--- src/design/gtdc_pkg.sv ---
package gtdc_pkg;

	// Configuration register indexes
	localparam logic [1:0] REG_SOURCE_WIDTH  = 2'd0;
	localparam logic [1:0] REG_SOURCE_HEIGHT = 2'd1;
	localparam logic [1:0] REG_DEEP_MODE     = 2'd2;

	// Decimation is used above these frame sizes
	localparam logic [11:0] SCALE_MIN_W = 12'd400;
	localparam logic [11:0] SCALE_MIN_H = 12'd300;

	// floor(x / 3) == (x * DIV3_MUL) >> DIV3_SHIFT for any 12-bit x
	localparam logic [11:0] DIV3_MUL   = 12'd2731;
	localparam int          DIV3_SHIFT = 13;

	// Reset values of the registers
	localparam logic [11:0] RST_DIM  = 12'd128;
	localparam logic        RST_DEEP = 1'b1;

	// Texel format constants
	localparam logic [7:0] ALPHA_OPAQUE = 8'hFF;

	typedef struct packed {
		logic [31:0] texel;
		logic [11:0] col;
		logic [11:0] row;
		logic        row_end;
		logic        frame_end;
	} texel_req_t;

endpackage

--- src/design/gray_texel_decimating_converter.sv ---
// A kept pixel goes to the output register, or to the skid if that is stalled.
// Throughput: one pixel per clock while in_stall is low; the output register plus
// a one-entry skid stage let a pixel be taken while a finished texel is stalled.
// Reset: asynchronous, active low; clears position counters and handshake state,
// width and height return to 128, deep mode to 1.
module gray_texel_decimating_converter #(
	parameter int MAX_DIM = 4095
) (
	input  logic        clk,
	input  logic        arst_n,
	// configuration write port
	input  logic        cfg_write,
	input  logic [1:0]  cfg_index,
	input  logic [11:0] cfg_data,
	// pixel request channel
	input  logic        in_valid,
	output logic        in_stall,
	input  logic [7:0]  pixel_value,
	// texel request channel
	output logic        out_valid,
	input  logic        out_stall,
	output logic [31:0] texel,
	output logic [11:0] texel_col,
	output logic [11:0] texel_row,
	output logic        row_end,
	output logic        frame_end
);

	// zero acts as one, large sizes saturate at MAX_DIM
	function automatic logic [11:0] clamp_dim(input logic [11:0] v);
		logic [11:0] r;
		r = v;
		if (v == 12'd0)
			r = 12'd1;
		else if ({4'd0, v} > 16'(MAX_DIM))
			r = 12'(MAX_DIM);
		return r;
	endfunction

	function automatic logic [11:0] div3(input logic [11:0] v);
		logic [24:0] p;
		p = {13'd0, v} * {13'd0, gtdc_pkg::DIV3_MUL};
		return p[gtdc_pkg::DIV3_SHIFT +: 12];
	endfunction

	function automatic logic [1:0] next_phase(input logic [1:0] p, input logic sc);
		logic [1:0] r;
		r = 2'd0;
		if (sc && p < 2'd2)
			r = p + 2'd1;
		return r;
	endfunction

	// configuration, stored already clamped and divided
	logic [11:0] w_q, h_q, w3_q, h3_q;
	logic        deep_q;
	logic [11:0] cfg_clamped;

	assign cfg_clamped = clamp_dim(cfg_data);

	always_ff @(posedge clk or negedge arst_n) begin
		if (!arst_n) begin
			w_q    <= gtdc_pkg::RST_DIM;
			h_q    <= gtdc_pkg::RST_DIM;
			w3_q   <= div3(gtdc_pkg::RST_DIM);
			h3_q   <= div3(gtdc_pkg::RST_DIM);
			deep_q <= gtdc_pkg::RST_DEEP;
		end else if (cfg_write) begin
			case (cfg_index)
				gtdc_pkg::REG_SOURCE_WIDTH: begin
					w_q  <= cfg_clamped;
					w3_q <= div3(cfg_clamped);
				end
				gtdc_pkg::REG_SOURCE_HEIGHT: begin
					h_q  <= cfg_clamped;
					h3_q <= div3(cfg_clamped);
				end
				gtdc_pkg::REG_DEEP_MODE: deep_q <= cfg_data[0];
				default: ;
			endcase
		end
	end

	// position state
	logic [11:0] src_col_q, src_row_q, out_col_q, out_row_q;
	logic [1:0]  col_ph_q, row_ph_q;

	// skid stage
	logic                 skid_valid_q;
	gtdc_pkg::texel_req_t skid_q;
	gtdc_pkg::texel_req_t out_q;
	logic                 out_valid_q;

	// per-pixel decode
	logic                 scaled, row_kept, emit, accept, col_wrap, row_wrap;
	logic [11:0]          tw, th;
	gtdc_pkg::texel_req_t res;

	assign accept   = in_valid && !skid_valid_q;
	assign scaled   = (w_q > gtdc_pkg::SCALE_MIN_W) && (h_q > gtdc_pkg::SCALE_MIN_H);
	assign tw       = scaled ? w3_q : w_q;
	assign th       = scaled ? h3_q : h_q;
	assign row_kept = (row_ph_q == 2'd0) && (out_row_q < th);
	assign emit     = row_kept && (col_ph_q == 2'd0) && (out_col_q < tw);
	assign col_wrap = src_col_q >= (w_q - 12'd1);
	assign row_wrap = src_row_q >= (h_q - 12'd1);

	// texel formatting
	always_comb begin
		if (deep_q)
			res.texel = {gtdc_pkg::ALPHA_OPAQUE, pixel_value, pixel_value, pixel_value};
		else
			res.texel = {16'd0, 1'b1, pixel_value[7:3], pixel_value[7:3], pixel_value[7:3]};
		res.col       = out_col_q;
		res.row       = out_row_q;
		res.row_end   = (out_col_q == tw - 12'd1);
		res.frame_end = res.row_end && (out_row_q == th - 12'd1);
	end

	// counter update per accepted pixel
	always_ff @(posedge clk or negedge arst_n) begin
		if (!arst_n) begin
			src_col_q <= '0;
			src_row_q <= '0;
			out_col_q <= '0;
			out_row_q <= '0;
			col_ph_q  <= '0;
			row_ph_q  <= '0;
		end else if (accept) begin
			if (col_wrap) begin
				src_col_q <= '0;
				col_ph_q  <= '0;
				out_col_q <= '0;
				if (row_wrap) begin
					src_row_q <= '0;
					row_ph_q  <= '0;
					out_row_q <= '0;
				end else begin
					src_row_q <= src_row_q + 12'd1;
					if (row_kept)
						out_row_q <= out_row_q + 12'd1;
					row_ph_q <= next_phase(row_ph_q, scaled);
				end
			end else begin
				src_col_q <= src_col_q + 12'd1;
				col_ph_q  <= next_phase(col_ph_q, scaled);
				if (emit)
					out_col_q <= out_col_q + 12'd1;
			end
		end
	end

	// output register with skid
	always_ff @(posedge clk or negedge arst_n) begin
		if (!arst_n) begin
			out_valid_q  <= 1'b0;
			skid_valid_q <= 1'b0;
		end else if (!out_valid_q || !out_stall) begin
			if (skid_valid_q) begin
				out_valid_q  <= 1'b1;
				skid_valid_q <= 1'b0;
			end else begin
				out_valid_q <= accept && emit;
			end
		end else if (accept && emit) begin
			skid_valid_q <= 1'b1;
		end
	end

	// payload, no reset
	always_ff @(posedge clk) begin
		if (!out_valid_q || !out_stall) begin
			if (skid_valid_q)
				out_q <= skid_q;
			else if (accept && emit)
				out_q <= res;
		end else if (accept && emit) begin
			skid_q <= res;
		end
	end

	assign in_stall  = skid_valid_q;
	assign out_valid = out_valid_q;
	assign texel     = out_q.texel;
	assign texel_col = out_q.col;
	assign texel_row = out_q.row;
	assign row_end   = out_q.row_end;
	assign frame_end = out_q.frame_end;

`ifndef SYNTH
	// skid only fills behind an occupied output register
	a_skid_behind_out: assert property (@(posedge clk) disable iff (!arst_n)
		skid_valid_q |-> out_valid_q)
		else $error("skid holds a texel while the output register is empty");

	// skid fills only when the output was stalled
	a_skid_fill: assert property (@(posedge clk) disable iff (!arst_n)
		$rose(skid_valid_q) |-> $past(out_valid_q && out_stall))
		else $error("skid filled without an output stall");

	// end of frame is always an end of row
	a_frame_row: assert property (@(posedge clk) disable iff (!arst_n)
		(out_valid_q && out_q.frame_end) |-> out_q.row_end)
		else $error("frame end without row end");
`endif

endmodule

--- config.mk ---
export PLATFORM = sky130hd
export DESIGN_NAME = gray_texel_decimating_converter
export DESIGN_NICKNAME = d
export VERILOG_FILES = /design/src/design/gtdc_pkg.sv /design/src/design/gray_texel_decimating_converter.sv
export SDC_FILE = /design/constraint.sdc
export NUM_CORES = 1
export LEC_CHECK = 0
export BUFFER_PORTS_ARGS = -buffer_cell sky130_fd_sc_hd__buf_2
export CAP_MARGIN = 5
export CORE_UTILIZATION = 40
export DETAILED_ROUTE_END_ITERATION = 8
export SLEW_MARGIN = 5
export SYNTH_ARGS = -nofsm -noshare
export SYNTH_HDL_FRONTEND = slang
export SYNTH_SLANG_ARGS = --single-unit
--- constraint.sdc ---
create_clock -name clk -period 15.6 [get_ports clk]
set_clock_uncertainty 0.05 [all_clocks]
set_input_delay 0.78 -clock clk [delete_from_list [all_inputs] [get_ports clk]]
set_output_delay 0.78 -clock clk [all_outputs]
set_load 0.05 [all_outputs]
==> results.tsv <==
stage	metric	value	unit
layout	ant diodes	0	
run	Max Cap Viol	0	
layout	Area Growth Syn to Fin	11.1	%
setup_path	most used cell along the critical path	inv_1	
cts	clock root cell	clkbuf_16	
grt	vias in the first global route	9500	
power_and_ir_drop	VDD IR max	0.0984	mV
power_and_ir_drop	power density cells	159	nW/um2
sta	Worst slew margin	0.411	
place	gpl congestion	0.890	
power_and_ir_drop	Tot Pwr	2.44	mW
die	Core Region	33800	um2
route	drt drc	0	
route	Vias/cell	5.20	
die	Die ar.	35300	um2
logic_synthesis	Gate Count Post-Synth	1362	
power_and_ir_drop	leakage	6.90	nW
layout	# fillers	3207	
sta	Tmin final	6.41	ns
route	antenna viol nets, final	0	
die	Die W	188	um
sta	final hold vios	0	
cts	Skew-Pair Late Insertion Delay	0.51	ns
die	row cnt	67	
place	count of port buffers added during placement	86	
setup_path	crit-path max cell delay	0.81	ns
place	final HPWL from detailed placement	23700	um
logic_synthesis	#FFs+latches synth	203	
sta	Worst-Margin Slew	0.883	ns
logic_synthesis	number of synthesized flops with an enable pin	102	
logic_synthesis	Ys Warns	0	
logic_synthesis	library cells used by synthesis	71	
sta	Min Hold Slack	0.184	ns
layout	Post-Layout Cell Count	1881	
cts	Num CTS Buffers	22	
grt	gr ovfl total	0	
logic_synthesis	Synth async-reset ratio	0.498	
setup_path	Crit Path Class	in2reg	
setup_path	critical-path maximum fanout	12	
sta	Setup TNS	0	ns
setup_path	Critical Path, Cell by Cell	buf_2 -> inv_1 -> ha_1 -> nand4_1 -> or4b_2 -> nand2_1 -> inv_1 -> ha_1 -> and3_1 -> fa_1 -> inv_1 -> fa_1 -> fa_1 -> inv_1 -> ha_1 -> a2111oi_0 -> o211ai_1 -> o211ai_1 -> o311ai_0 -> a21oi_1 -> xor2_1 -> o21ai_0	
status	run status	completed	
cts	H-tree depth	1	
sta	Max Fclk	0.156	GHz
grt	first-pass GRT wire length	50700	um
die	initial core utilization	0.409	
route	final wirelength	31000	um
layout	FF/Latch Area	5600	um2
grt	largest net degree at the start of global routing	68	
layout	commonest non-fill, non-tap cells in the layout	nand2_1, ha_1, inv_1	
route	Detailed Routing Iterations Pass 1	5	
sta	Pins Over Slew Limit	0	
cts	Worst-path clk slew	0.06	ns
route	vias	9772	
layout	most common cell after layout, fill and taps aside	nand2_1	
logic_synthesis	sequential share of the synthesized area	0.405	
worst_hold_path	worst hold path class	in2async	
logic_synthesis	Avg Inst Size Synth	10.1	um2
grt	Total GRT Usage	0.177	
sta	Setup Viol. Count Final	0	
layout	Core Util, Final	0.454	
setup_path	crit path DAT	6.71	ns
die	overall die height	188	um
route	1st-iter DRT viols	586	
logic_synthesis	Syn Nets	1565	
sta	RSZ-0062 raised after global routing	no	
cts	CTS Hold Bufs	0	
sta	post-route clock period utilization	0.411	
layout	multi-input logic area	7480	um2
cts	Sink Count	203	
setup_path	kind of end point of the critical path	flip-flop	
cts	TritonCTS clock tree	yes	
layout	fraction of layout cells with a size suffix above 1	0.149	
place	placed cells	1841	
die	Ports	87	
setup_path	WP data required	15.90	ns
cts	setup bufs post-CTS	0	
layout	nets@finish	1620	
setup_path	slowest CP cell	or4b_2	
logic_synthesis	Synth Cell Area	13800	um2
cts	Clock Path Buffers	3	
setup_path	crit start category	input port	
cts	# resized after CTS	0	
logic_synthesis	main flop type after synthesis	edfxtp_1	
grt	initial antenna violation count	0	
route	WL/cell	16.5	um
==> flip-flops by register name, indices dropped and copies added (netlist names) <==
signal and flops:
skid_q 51, texel 25, h_q 12, out_col_q 12, out_row_q 12, src_col_q 12, src_row_q 12, texel_col 12
texel_row 12, w_q 12, h3_q 11, w3_q 11, col_ph_q 2, row_ph_q 2, deep_q 1, frame_end 1
in_stall 1, out_valid 1, row_end 1
==> path summary, 6_finish.rpt <==
path / slack, ns / start / cells past startpoint / to
max reg2reg: 9.98 / w_q[0] / 20 / texel_row[11]
max: 9.19 / cfg_data[4] / 22 / w3_q[9]
min in group clk: 0.42 / col_ph_q[1] / 1 / col_ph_q[0]
min: 0.18 / arst_n / 1 / src_col_q[4]
max in group asynchronous: 14.12 / arst_n / 2 / src_row_q[6]
min reg2reg: 0.42 / col_ph_q[1] / 1 / col_ph_q[0]
==> Yosys cell counts (31+ instances only) <==
cell type  count  share of area
xnor2_1       63          0.040
fa_1          37          0.054
edfxtp_1     102           0.22
nand2_1      157          0.043
nor2_1        88          0.024
mux2_2        44          0.036
mux2i_1       31          0.022
inv_1        118          0.032
clkbuf_1      43          0.012
a21oi_1       43          0.016
xor2_1        38          0.024
o21ai_0       95          0.034
dfrtp_1       92           0.17
ha_1         139           0.13
==> metrics by stage <==
step           setup WS, ns  instance area, um2
6_report               9.19               15300
5_1_grt                8.97               15300
2_1_floorplan          6.42               13800
3_3_place_gp           9.00               14600
3_5_place_dp           8.80               14600
4_1_cts                9.32               15300
==> power breakdown <==
group / internal (mW) / switching [mW] / total [mW]
Clock: 0.301 / 0.224 / 0.525
Combinational: 0.412 / 0.692 / 1.10
Sequential: 0.699 / 0.115 / 0.814
==> cells by family after synthesis <==
| kind of cell | count (synthesis) | share of synthesized area |
|---|---|---|
| and+or+nand+nor | 408 | 0.143 |
| AOI/OAI and AO/OA | 211 | 0.0927 |
| DFF | 203 | 0.405 |
| buffers and inverters | 186 | 0.0548 |
| adders and majority gates | 176 | 0.179 |
| xor gates and xnor gates | 101 | 0.0640 |
| muxes | 77 | 0.0609 |
==> critical path: cells and delay by family <==
family | cells | cell delay, ns
AOI/OAI and AO/OA | 6 | 1.69
xor gates and xnor gates | 1 | 0.17
adders and majority gates | 6 | 2.25
buffers and inverters | 5 | 0.40
and+or+nand+nor | 4 | 1.39
==> final cells by class <==
class                      count  area share
clock buffer                  25      0.0373
multi-input combinational    973       0.487
clock inverter                15      0.0103
sequential                   203       0.365
inverter                     118      0.0289
tap                          448      0.0365
timing repair buffer          99      0.0346
==> layer usage <==
metal  vias up  part of all wire  track usage
met5         -                 0            0
met1      4683              0.48        0.251
met4         0             0.018       0.0385
met2       209              0.46        0.292
li1       4842                 -            -
met3        38             0.040       0.0189
No activity file was read; power rests on OpenSTA's default activity.
